$ cat config.mk
export PLATFORM = sky130hd
export DESIGN_NAME = cti_front
export DESIGN_NICKNAME = d
export VERILOG_FILES = /design/src/rtl/core/cti_pkg.sv /design/src/rtl/core/cti_front.sv
export SDC_FILE = /design/constraint.sdc
export NUM_CORES = 1
export LEC_CHECK = 0
export ABC_AREA = 1
export BUFFER_PORTS_ARGS = -buffer_cell sky130_fd_sc_hd__buf_2
export CELL_PAD_IN_SITES_DETAIL_PLACEMENT = 1
export CELL_PAD_IN_SITES_GLOBAL_PLACEMENT = 1
export CORE_AREA = 2 2 158 160
export CTS_BUF_LIST = sky130_fd_sc_hd__clkbuf_8
export DETAILED_ROUTE_END_ITERATION = 12
export DIE_AREA = 0 0 160 162
export PLACE_DENSITY = 0.57
export SYNTH_ARGS = -nofsm -noshare
export SYNTH_HDL_FRONTEND = slang
export SYNTH_SLANG_ARGS = --single-unit
$ cat constraint.sdc
create_clock -name clk -period 2.3 [get_ports clk]
set_input_delay 0.46 -clock clk [delete_from_list [all_inputs] [get_ports clk]]
set_output_delay 0.46 -clock clk [all_outputs]
set_load 0.03 [all_outputs]
$ cat src/rtl/core/cti_pkg.sv
// Package for the complex tridiagonal inverter: Q16.16 complex types and constants.
// No dependencies; used by every other file of the block but the checker.
package cti_pkg;
	typedef struct packed {
		logic signed [31:0] re;
		logic signed [31:0] im;
	} cpx_t;

	typedef struct packed {
		logic [31:0] diag_re;
		logic [31:0] diag_im;
		logic [31:0] upper_re;
		logic [31:0] upper_im;
		logic [31:0] lower_re;
		logic [31:0] lower_im;
	} row_req_t;

	typedef struct packed {
		logic [2:0]  row;
		logic [2:0]  col;
		logic [31:0] value_re;
		logic [31:0] value_im;
		logic        singular;
		logic        last_result;
	} elem_t;

	// Queue entry from the loader to the solver.
	typedef struct packed {
		cpx_t       diag;
		cpx_t       upper;
		cpx_t       lower;
		logic [2:0] idx;
		logic       last;
		logic [3:0] size;
	} task_t;

	localparam logic signed [31:0] ONE_Q16 = 32'sd65536;
	localparam logic [3:0] SIZE_RESET = 4'd5;
endpackage

$ cat src/rtl/core/cti_front.sv
// Front end: accepts row requests, tracks the row index and pushes tagged rows.
// Depends on cti_pkg.
module cti_front #(
	parameter int MAX_SIZE = 8
) (
	input  logic               clk,
	input  logic               arst_n,
	input  logic               cfg_we,
	input  logic [3:0]         cfg_data,
	input  logic               in_valid,
	output logic               in_ready,
	input  cti_pkg::row_req_t  in_data,
	output logic               push,
	output cti_pkg::task_t     push_data,
	input  logic               q_full
);
	import cti_pkg::*;
	localparam int IW = $clog2(MAX_SIZE);

	logic [3:0]    size_q;
	logic [2:0]    row_q;
	logic [3:0]    n_eff;

	always_comb begin
		if (size_q < 4'd2) begin
			n_eff = 4'd2;
		end else if (size_q > 4'(MAX_SIZE)) begin
			n_eff = 4'(MAX_SIZE);
		end else begin
			n_eff = size_q;
		end
	end

	assign in_ready = !q_full;
	assign push = in_valid && in_ready;
	always_comb begin
		push_data.diag  = '{re: in_data.diag_re, im: in_data.diag_im};
		push_data.upper = '{re: in_data.upper_re, im: in_data.upper_im};
		push_data.lower = '{re: in_data.lower_re, im: in_data.lower_im};
		push_data.idx   = row_q;
		push_data.last  = ({1'b0, row_q} + 4'd1) >= n_eff;
		push_data.size  = n_eff;
	end

	always_ff @(posedge clk or negedge arst_n) begin
		if (!arst_n) begin
			size_q <= SIZE_RESET;
			row_q  <= '0;
		end else if (cfg_we) begin
			size_q <= cfg_data;
			row_q  <= '0;
		end else if (push) begin
			row_q <= push_data.last ? 3'd0 : 3'(IW'(row_q + 3'd1));
		end
	end
endmodule

Word level (Yosys, flattened, before mapping):

Index checks and enable logic that the tools add are counted.
Widths: inputs -> output; s select.

* reductions and logical operators: 3
* add/sub/neg operators: 2
* order comparisons: 3
* multiplexer cells: 5

Operators with widths (count)
* $mux 3: 3
* $mux 4: 2
* $add 3x1->4 const B: 1
* $ge 4x4->1: 1
* $gt 4x4->1 const B: 1
* $lt 4x2->1 const B: 1
* $add 3x1->3 const B: 1
* $reduce_bool 2->1: 1
* $logic_and 1x1->1: 1
* $logic_not 1->1: 1

* input port bits: 201
* output and inout port bits: 202
* bits in registers: 7
* logic and storage cells: 15

Longest topological paths before layout:

* depth in word-level cells: 7
* gate-level depth with buffers: 11

Worst setup path before layout:

Ideal clock, no wire load.

* path kind: reg-to-output
* from: register size_q[2]
* to: output port push_data[4] (netlist name)
* path slack: -0.400 ns
* stages on the path, launching flop included: 10
* buffers on the path: 0
* arrival: 2.240 ns
* required time: 1.840 ns
* cell sequence: dfstp_2 inv_1 a211oi_1 ha_1 inv_1 nand2_1 nand2_1 nand2_1 nand2_1 nand2_1

RTL lines
* start: declaration: RTL line cti_front.sv:20 `logic [3:0] size_q;`
* start signal: assignment: RTL line cti_front.sv:50 `size_q <= cfg_data;`
* end: declaration: RTL line cti_front.sv:14 `output cti_pkg::task_t push_data,`

==> results by group <==
Run status
  – Status: complete, no violations

Timing
  – Clock Skew: 0.002612 ns
  – Slew @ Worst Pin: 0.2826 ns
  – Setup TNS: 0 ns
  – RSZ-0062 raised after global routing: yes
  – Fin. Hold Viols: 0
  – Final period utilization: 0.9721
  – Fin worst setup slack: about 0.064 ns
  – Final setup fails: 0
  – Achievable Freq: about 450 MHz
  – Clock period minus worst slack: 2.236 ns
  – Max Slew Vio Count: 0
  – Slew margin rel.: 0.8109

Yosys
  – Mapped Cells: between 200 and 300
  – Post-Syn Area per Cell: 7.493 um2
  – Post-synth top area share: 0.7427
  – Seq/Total Area, Yosys: 0.09155
  – Yosys cell types: 18
  – Largest area contributor in the netlist: buf_4
  – Syn Std Cell Area: about 1900 um2
  – FF+latch count, synth: 7
  – Warnings from Yosys: 0
  – Post-Synthesis Net Count: between 400 and 500
  – Synth top area cells: buf_4, dfrtp_1, nand2_1, ha_1, dfstp_2

Place
  – Port bufs: 18
  – Place WS: 0.09049 ns
  – DP Wirelength: 5113 um
  – Routability cong.: roughly 0.61
  – Post-DP Area: between 1000 and 1500 um2

Setup path
  – CP startpoint kind: register
  – CP Max Fanout: 3
  – R2r startpoint: size_q[2]
  – Reg2reg path depth: 11
  – Worst setup path class: reg2out
  – RR Endpoint: row_q[1]
  – CP required: 1.84 ns
  – R2r setup slk: between 0.5 and 0.6 ns
  – CP Data Arrival Time: 1.78 ns
  – Critical Path Sink Type: output port

Cells and area
  – Share of layout cells above drive strength 1: 0.4149
  – # diodes: 0
  – Most common cell after layout, fill and taps aside: nand2_1
  – Fill cells: approximately 3000
  – Area added between synthesis and finish: -43.00%
  – Most frequent cells in the layout: nand2_1, buf_2, inv_1
  – Fin nets: roughly 300
  – Post-route cell area: between 1000 and 1500 um2

Floorplanning
  – Die W: roughly 160 um
  – Core area: between 20000 and 25000 um2
  – Starting Density: 0.08050
  – # IOs: 403
  – Die Ht: approximately 160 um
  – Number of core rows: 57
  – Die ar.: between 20000 and 30000 um2

Global routing
  – Global-route wire length before repair: 7369 um
  – Initial antenna violation count: 0
  – Overflow after GRT: 0
  – Largest net degree at the start of global routing: 11
  – Vias in the first global route: 905
  – GRT Total Usage: 0.04262

Power
  – Pwr Total: about 460 uW
  – Peak supply drop: about 0.12 mV
  – P per Cell Area: ~410 nW/um2
  – Leakage: ~0.43 nW

Clock tree
  – Total CTS buffers: 3
  – H-tree Lvls: 1
  – CTS clk-pin slew, worst paths: ~0.04 ns
  – CTS tree: built
  – CTS Sinks: 7
  – Root buffer cell: clkbuf_8
  – Clk Latency, worst-skew pair: between 0.2 and 0.25 ns
  – Max Buffers Root-to-Sink: 2

Routing
  – Vias: 788
  – Iteration-0 DRC Markers: 40
  – Drt drc: 0
  – Routed len/inst: about 14 um
  – Post-Route WL: approximately 5900 um
  – 1st-pass router iterations: 2
  – Final ANT Viol Nets: 0
  – Via density: 1.885

Min path
  – HP Class: in2async

Job
  – Max cap viols: 0
[repair_timing]
item                                    CTS  global route
resized for setup                         5             1
hold buffers                              0             0
buffers inserted                          2             2
cloned                                    0             0
pin swaps                                 2             3
endpoints found under the setup margin    1             1
[how the worst max path moves through the flow]
stage | slack [ns] | from | endpoint
floorplan | 0.05 | size_q[2] | push_data[4]
global placement | 0.11 | size_q[2] | push_data[4]
detailed placement | 0.09 | size_q[2] | push_data[4]
CTS | 0.02 | size_q[2] | push_data[4]
global route | -0.06 | size_q[2] | push_data[4]
finish | 0.06 | size_q[2] | push_data[4]
[synth_stat cells, drive strengths merged]
cell / instances
clkbuf: 1
a21oi: 2
dfstp: 2
nand3: 3
nor2: 7
nand3b: 1
dfrtp: 5
o21ai: 4
ha: 5
a211oi: 1
nand2: 20
inv: 15
buf: 193
[per-stage QoR]
step	hold WS, ns	utilization	instances
after floorplan	0.1644	-	259
after global placement	0.3023	0.04209	410
after detailed placement	0.3075	0.04209	410
after CTS	0.06552	0.04526	416
after global routing	0.06962	0.04588	418
final	0.06578	0.04588	418
[critical path, cell delays in order (launching register included)]
cell      delay (ns)
dfstp_2         0.53
inv_2           0.05
a211oi_4        0.24
ha_1            0.26
inv_1           0.05
nand2_1         0.04
nand2_1         0.05
nand2_1         0.06
nand2_2         0.08
nand2_4         0.06
buf_6           0.14
[state kept, by name (all words and copies together) (netlist names)]
name / cells
size_q: 4
row_q: 3
[per-layer routing]
metal / up-vias / share of wire / track usage
li1: 257 / - / -
met5: - / 0 / 0
met1: 260 / 0.20 / 0.02503
met4: 0 / 0.13 / 0.05774
met2: 179 / 0.46 / 0.06533
met3: 92 / 0.22 / 0.03856
[power by group]
group          leakage (nW)  switching [mW]  internal [mW]
clock                0.0269          0.0518          0.115
sequential           0.0866         0.00636          0.134
combinational         0.320          0.0927         0.0560
total                 0.433           0.151          0.306
[cells by family (layout without fill, tap and decap cells)]
logic type,after synthesis,in the layout,share of synthesized area
AOI/OAI and AO/OA,7,7,0.02514
and+or+nand+nor,31,31,0.07157
adders and majority gates,5,5,0.03224
buffers and inverters,209,44,0.7795
DFF,7,7,0.09155
[area by class of cell]
class | count | area (um2) | share of cell area
well taps | 324 | 405.4 | 0.3665
multi-input cells | 43 | 272.8 | 0.2466
repair buffers | 25 | 148.9 | 0.1346
flip-flops and latches | 7 | 177.7 | 0.1606
clock buffers | 3 | 41.29 | 0.03733
inverters | 15 | 56.30 | 0.05091
clock inverters | 1 | 3.754 | 0.003394
Note: power is estimated with default switching activity, not from simulation.
