**src/rtl/core/cti_pkg.sv**
```systemverilog
// Package for the complex tridiagonal inverter: Q16.16 complex types and constants.
// No dependencies; used by every other file of the block but the checker.
package cti_pkg;
	typedef struct packed {
		logic signed [31:0] re;
		logic signed [31:0] im;
	} cpx_t;

	typedef struct packed {
		logic [31:0] diag_re;
		logic [31:0] diag_im;
		logic [31:0] upper_re;
		logic [31:0] upper_im;
		logic [31:0] lower_re;
		logic [31:0] lower_im;
	} row_req_t;

	typedef struct packed {
		logic [2:0]  row;
		logic [2:0]  col;
		logic [31:0] value_re;
		logic [31:0] value_im;
		logic        singular;
		logic        last_result;
	} elem_t;

	// Queue entry from the loader to the solver.
	typedef struct packed {
		cpx_t       diag;
		cpx_t       upper;
		cpx_t       lower;
		logic [2:0] idx;
		logic       last;
		logic [3:0] size;
	} task_t;

	localparam logic signed [31:0] ONE_Q16 = 32'sd65536;
	localparam logic [3:0] SIZE_RESET = 4'd5;
endpackage

```
**src/rtl/core/cti_queue.sv**
```systemverilog
// Short FIFO between front and back of the inverter.
// Depends on cti_pkg for the entry type.
module cti_queue (
	input  logic           clk,
	input  logic           arst_n,
	input  logic           push,
	input  cti_pkg::task_t push_data,
	output logic           full,
	input  logic           pop,
	output logic           empty,
	output cti_pkg::task_t pop_data
);
	import cti_pkg::*;
	task_t       mem_q [2];
	logic        wp_q, rp_q;
	logic [1:0]  cnt_q;

	assign full = cnt_q == 2'd2;
	assign empty = cnt_q == 2'd0;
	assign pop_data = mem_q[rp_q];

	always_ff @(posedge clk) begin
		if (push) begin
			mem_q[wp_q] <= push_data;
		end
	end

	always_ff @(posedge clk or negedge arst_n) begin
		if (!arst_n) begin
			wp_q  <= 1'b0;
			rp_q  <= 1'b0;
			cnt_q <= '0;
		end else begin
			if (push) wp_q <= !wp_q;
			if (pop) rp_q <= !rp_q;
			cnt_q <= cnt_q + 2'(push) - 2'(pop);
		end
	end
endmodule

```
**config.mk**
```make
export PLATFORM = sky130hd
export DESIGN_NAME = cti_queue
export DESIGN_NICKNAME = d
export VERILOG_FILES = /design/src/rtl/core/cti_pkg.sv /design/src/rtl/core/cti_queue.sv
export SDC_FILE = /design/constraint.sdc
export NUM_CORES = 1
export LEC_CHECK = 0
export ABC_AREA = 1
export BUFFER_PORTS_ARGS = -buffer_cell sky130_fd_sc_hd__buf_2
export CELL_PAD_IN_SITES_DETAIL_PLACEMENT = 1
export CELL_PAD_IN_SITES_GLOBAL_PLACEMENT = 1
export CORE_MARGIN = 10
export CORE_UTILIZATION = 43
export CTS_CLUSTER_DIAMETER = 150
export DETAILED_ROUTE_END_ITERATION = 12
export PLACE_DENSITY_LB_ADDON = 0.12
export RECOVER_POWER = 50
export SYNTH_ARGS = -nofsm -noshare
export SYNTH_HDL_FRONTEND = slang
export SYNTH_SLANG_ARGS = --single-unit
export TNS_END_PERCENT = 10
```
**constraint.sdc**
```tcl
create_clock -name clk -period 13.25 [get_ports clk]
set_clock_uncertainty 0.15 [all_clocks]
set_input_delay 2.65 -clock clk [delete_from_list [all_inputs] [get_ports clk]]
set_output_delay 2.65 -clock clk [all_outputs]
set_load 0.01 [all_outputs]
```
==> Yosys cells after proc, flatten, opt, wreduce, memory -nomap -nowiden <==
Memory sizes are Yosys's and may differ from the RTL's.
Cells that the tools add are included.
{ "totals": {"ff_bits": 4, "latchBits": 0, "ram_bits": 400, "romBits": 0, "inputBits": 204, "output_inout_bits": 202, "mem_count": 1} }
{ "mem_list": {"columns": ["name", "words", "word_bits", "rd", "rd_ports_with_merged_regs", "wr", "line", "source"], "rows": [
  ["mem_q", 2, 200, 1, 0, 1, "cti_queue.sv:14", "task_t mem_q [2];"]
]} }
{ "classes": {"addsub": 2, "mul": 0, "div_mod_pow": 0, "magnitude_cmp": 0, "n_eq_ne": 1, "shifts": 0, "muxes": 2, "bitwise_logic": 0, "reduce_logical": 3} }
{ "op_table": {"columns": ["cell", "n"], "rows": [
  ["2-bit by 1-bit adder with 2-bit output", 1],
  ["2-bit equality test (second input constant)", 1],
  ["1-bit logical NOT", 2],
  ["2-bit logical NOT", 1],
  ["1-bit two-way mux", 2],
  ["2-bit by 1-bit subtractor with 2-bit output", 1]
]} }

==> Longest topological paths before layout <==
{ "depth": {"depth_word": 2, "depth_mapped": 7, "depth_no_buf": 7} }

==> Worst setup path after synthesis <==
OpenSTA, ideal clock, no wires.
{ "synth_timing": {"path_type": "in2reg", "from": "input port push", "to": "memory mem_q[0][0] in the netlist's numbering (enable)", "arrival_ps": 11048, "t_required_ps": 12331, "slack_ps": 1283, "stages": 2, "path_cell_list": "inv_1 nor2_1"} }
{ "synth_between": {"elab_chain_len": 2} }
{ "synth_lines": {"columns": ["element", "line", "source"], "rows": [
  ["start: declaration", "cti_queue.sv:6", "input logic push,"],
  ["1-bit two-way mux", "cti_queue.sv:23", "if (push) begin"],
  ["1-bit two-way mux (implied by the code)", "cti_queue.sv:24", "mem_q[wp_q] <= push_data;"],
  ["end: declaration", "cti_queue.sv:14", null]
]} }
No other way between the ends.

==> results.md <==
- Largest family of logic cells by synthesized area: compound AO/OA/AOI/OAI gates
- Filler cell count in the final layout: between 3,000 and 4,000
- Core Region: between 0.03 and 0.04 sq mm
- Ports: ~400
- CTS Root Cell: clkbuf_16
- Clock sinks: a little over 400
- Net Count, Synth: about 1,300
- Vias in the first global route: 9,996
- #FFs+latches synth: just over 400
- Die Ht: approximately 210 microns
- Fin. Hold Viols: 0
- Worst slew margin: 0.2923
- Storage cell area: between 0.01 and 0.015 sq mm
- Post-synth top flop: edfxtp_1
- CP max stage delay: just over 0.8 ns
- # rows: 70
- Sequential element share of the synthesized area: 0.7650
- CTS Hold Bufs: 0
- Crit path arrival time: between 3 and 4 ns
- Drt total wl: 40,860 microns
- Crit path max fanout: 76
- CP max stage cell: buf_4
- Post-Synth Adder-Cell Area: 0.001581
- Compound-gate portion of the synthesized area: 0.1019
- Share of layout cells above drive strength 1: 0.3514
- Leakage: slightly below 8 nW
- Worst-path clk slew: approximately 0.060 ns
- Post-synth top cells: edfxtp_1 (400), inv_1 (207), nand2_1 (206)
- Die span in x: between 200 and 250 microns
- Synth Area in Simple Gates: 0.04987
- Setup TNS: 0 ns
- Post-Syn Instances: ~1,100
- Multi-input gate area: 0.002452 sq mm
- Post-route setup slack: 6.975 ns
- Most frequent cell after synthesis: edfxtp_1
- Syn avg cell area: about 15 sq um
- Mux cell area share after synthesis: 0
- Final instance area: ~0.019 sq mm
- Largest net degree at the start of global routing: approximately 130
- DRT iter0 DRCs: slightly below 400
- Outcome: finished clean
- Clock Tree Buf Depth: 3
- Tightest hold margin: 0.4157 ns
- DRT Pass-1 Iters: 5
- Power per cell area: between 200 and 250 mW/mm^2
- Hold Crit Class: flip-flop to flip-flop
- FMAX: 159.4 MHz
- DR WL/cell: 20.52 microns
- Unrepaired setup endpoints after global routing: false
- WS Path Type: flip-flop to output port
- Cts repair resizes: 0
- Remaining global-route overflow: 0
- Die area: between 0.04 and 0.05 sq mm
- CP required: about 10 ns
- Top cells by area, synth: edfxtp_1 (76%), o21ai_2 (9.0%), inv_1 (4.9%)
- # Post-CTS Setup Buffers: 0
- Vias: approximately 9,500
- Post-synth ARST share: 0.009901
- Crit path cell chain: buf_4, buf_4, nand2_1, o21ai_2, buf_2
- Mapped cell area: roughly 0.016 sq mm
- Place WS: approximately 7.5 ns
- CTS tree: built
- Initial core utilization: 0.4345
- Layout net count: between 1,500 and 2,000
- Period minus WS final: 6.275 ns
- Crit path capture type: output port
- Port bufs: about 410
- H-tree Lvls: 2
- EDFF count, synth: 400
- XOR/XNOR Fraction of Synth Area: 0.001106
- DPL Wire Length: between 20,000 and 30,000 microns
- Final setup viols: 0
- Worst-Margin Slew: roughly 1.1 ns
- Synth Warn #: 0
- Unique masters post-synth: 13
- Area growth, synth to finish: 21.70%
- Final GP Congestion: 0.7950
- Cell taking the most area after synthesis: edfxtp_1
- Startpoint Class: flip-flop
- Maximum vdd ir drop: approximately 0.13 mV
- Number of max-cap violations: 0
- Number of vias per cell: 4.793
- Worst-Skew Late Latency: between 0.5 and 0.6 ns
- Synth top area share: 0.7587
- First-pass GRT wire length: approximately 59,000 microns
- Slew Viols, Final: 0
- Initial antenna violation count: 16
- CP most frequent cell: buf_4
- Final worst-path cycle share: 0.4736
- Total CTS buffers: 43
- Antenna Nets Post-Route: 0
- Overall power: around 4.3 mW
- GRT Overall Usage: 0.1772
- Area after DPL: approximately 0.018 sq mm
- DRC: 0
==> through the flow <==
| stage | std cells | utilization |
|---|---|---|
| after floorplan | 1070 | - |
| after global placement | 1907 | 0.4949 |
| after detailed placement | 1907 | 0.4949 |
| after CTS | 1985 | 0.5321 |
| after global routing | 1989 | 0.5287 |
| final | 1991 | 0.5288 |
==> kinds of logic after synthesis <==
kind of cell / Yosys count
compound gates: 200
simple gates: 210
flops: 404
buf+inv: 252
xor+xnor: 2
fa+ha+maj: 2
==> power by group <==
group	internal, mW	leakage, nW	switching (mW)	total, mW
Clock	0.673	0.664	0.479	1.15
Combinational	0.445	3.47	0.940	1.39
Sequential	1.70	3.80	0.0818	1.78
==> final cells by class <==
class / instances / area share
multi-input cells: 414 / 0.1273
clock inverters: 24 / 0.008506
clock buffers: 54 / 0.06175
diodes: 6 / 0.0007792
well taps: 468 / 0.03039
inverters: 207 / 0.04071
flip-flops and latches: 404 / 0.6288
repair buffers: 414 / 0.1018
==> worst paths after layout <==
path / startpoint / depth (start not counted) / slack [ns] / end
setup reg to reg: wp_q / 3 / 10.38 / mem_q[1][170]
hold / removal: wp_q / 1 / 0.42 / wp_q
setup / recovery: rp_q / 5 / 6.97 / pop_data[27]
max in group asynchronous: arst_n / 1 / 10.94 / rp_q
min in group asynchronous: arst_n / 1 / 1.78 / rp_q
hold reg to reg: wp_q / 1 / 0.42 / wp_q
==> registers in the layout, summed over array words and instances, names as in the netlist <==
| signal | cells |
|---|---|
| mem_q | 400 |
| cnt_q | 2 |
| rp_q | 1 |
| wp_q | 1 |
==> cells in the final DEF (no fill, tap or decap), drive strengths merged <==
cell type  instances
nand3              1
edfxtp           400
nor2               3
clkinvlp           1
diode              6
nand2            206
buf              310
ha                 2
dfrtp              4
bufinv             2
clkbuf           158
xor2               2
o21ai            200
clkinv            21
inv              207
==> per-layer routing <==
layer	GRT usage	vias up	routed length [microns]
li1	-	4511	-
met2	0.2971	299	20160
met1	0.1934	4628	15450
met5	0	-	138
met3	0.07764	84	3927
met4	0.07141	20	1185
==> worst max-delay path: cells and delay by family, from the launching register on <==
family	cells	cell delay, ns
AOI/OAI and AO/OA	1	0.12
DFF	1	0.78
and+or+nand+nor	1	0.19
buffers and inverters	3	1.75
(Power assumes the default switching activity.)
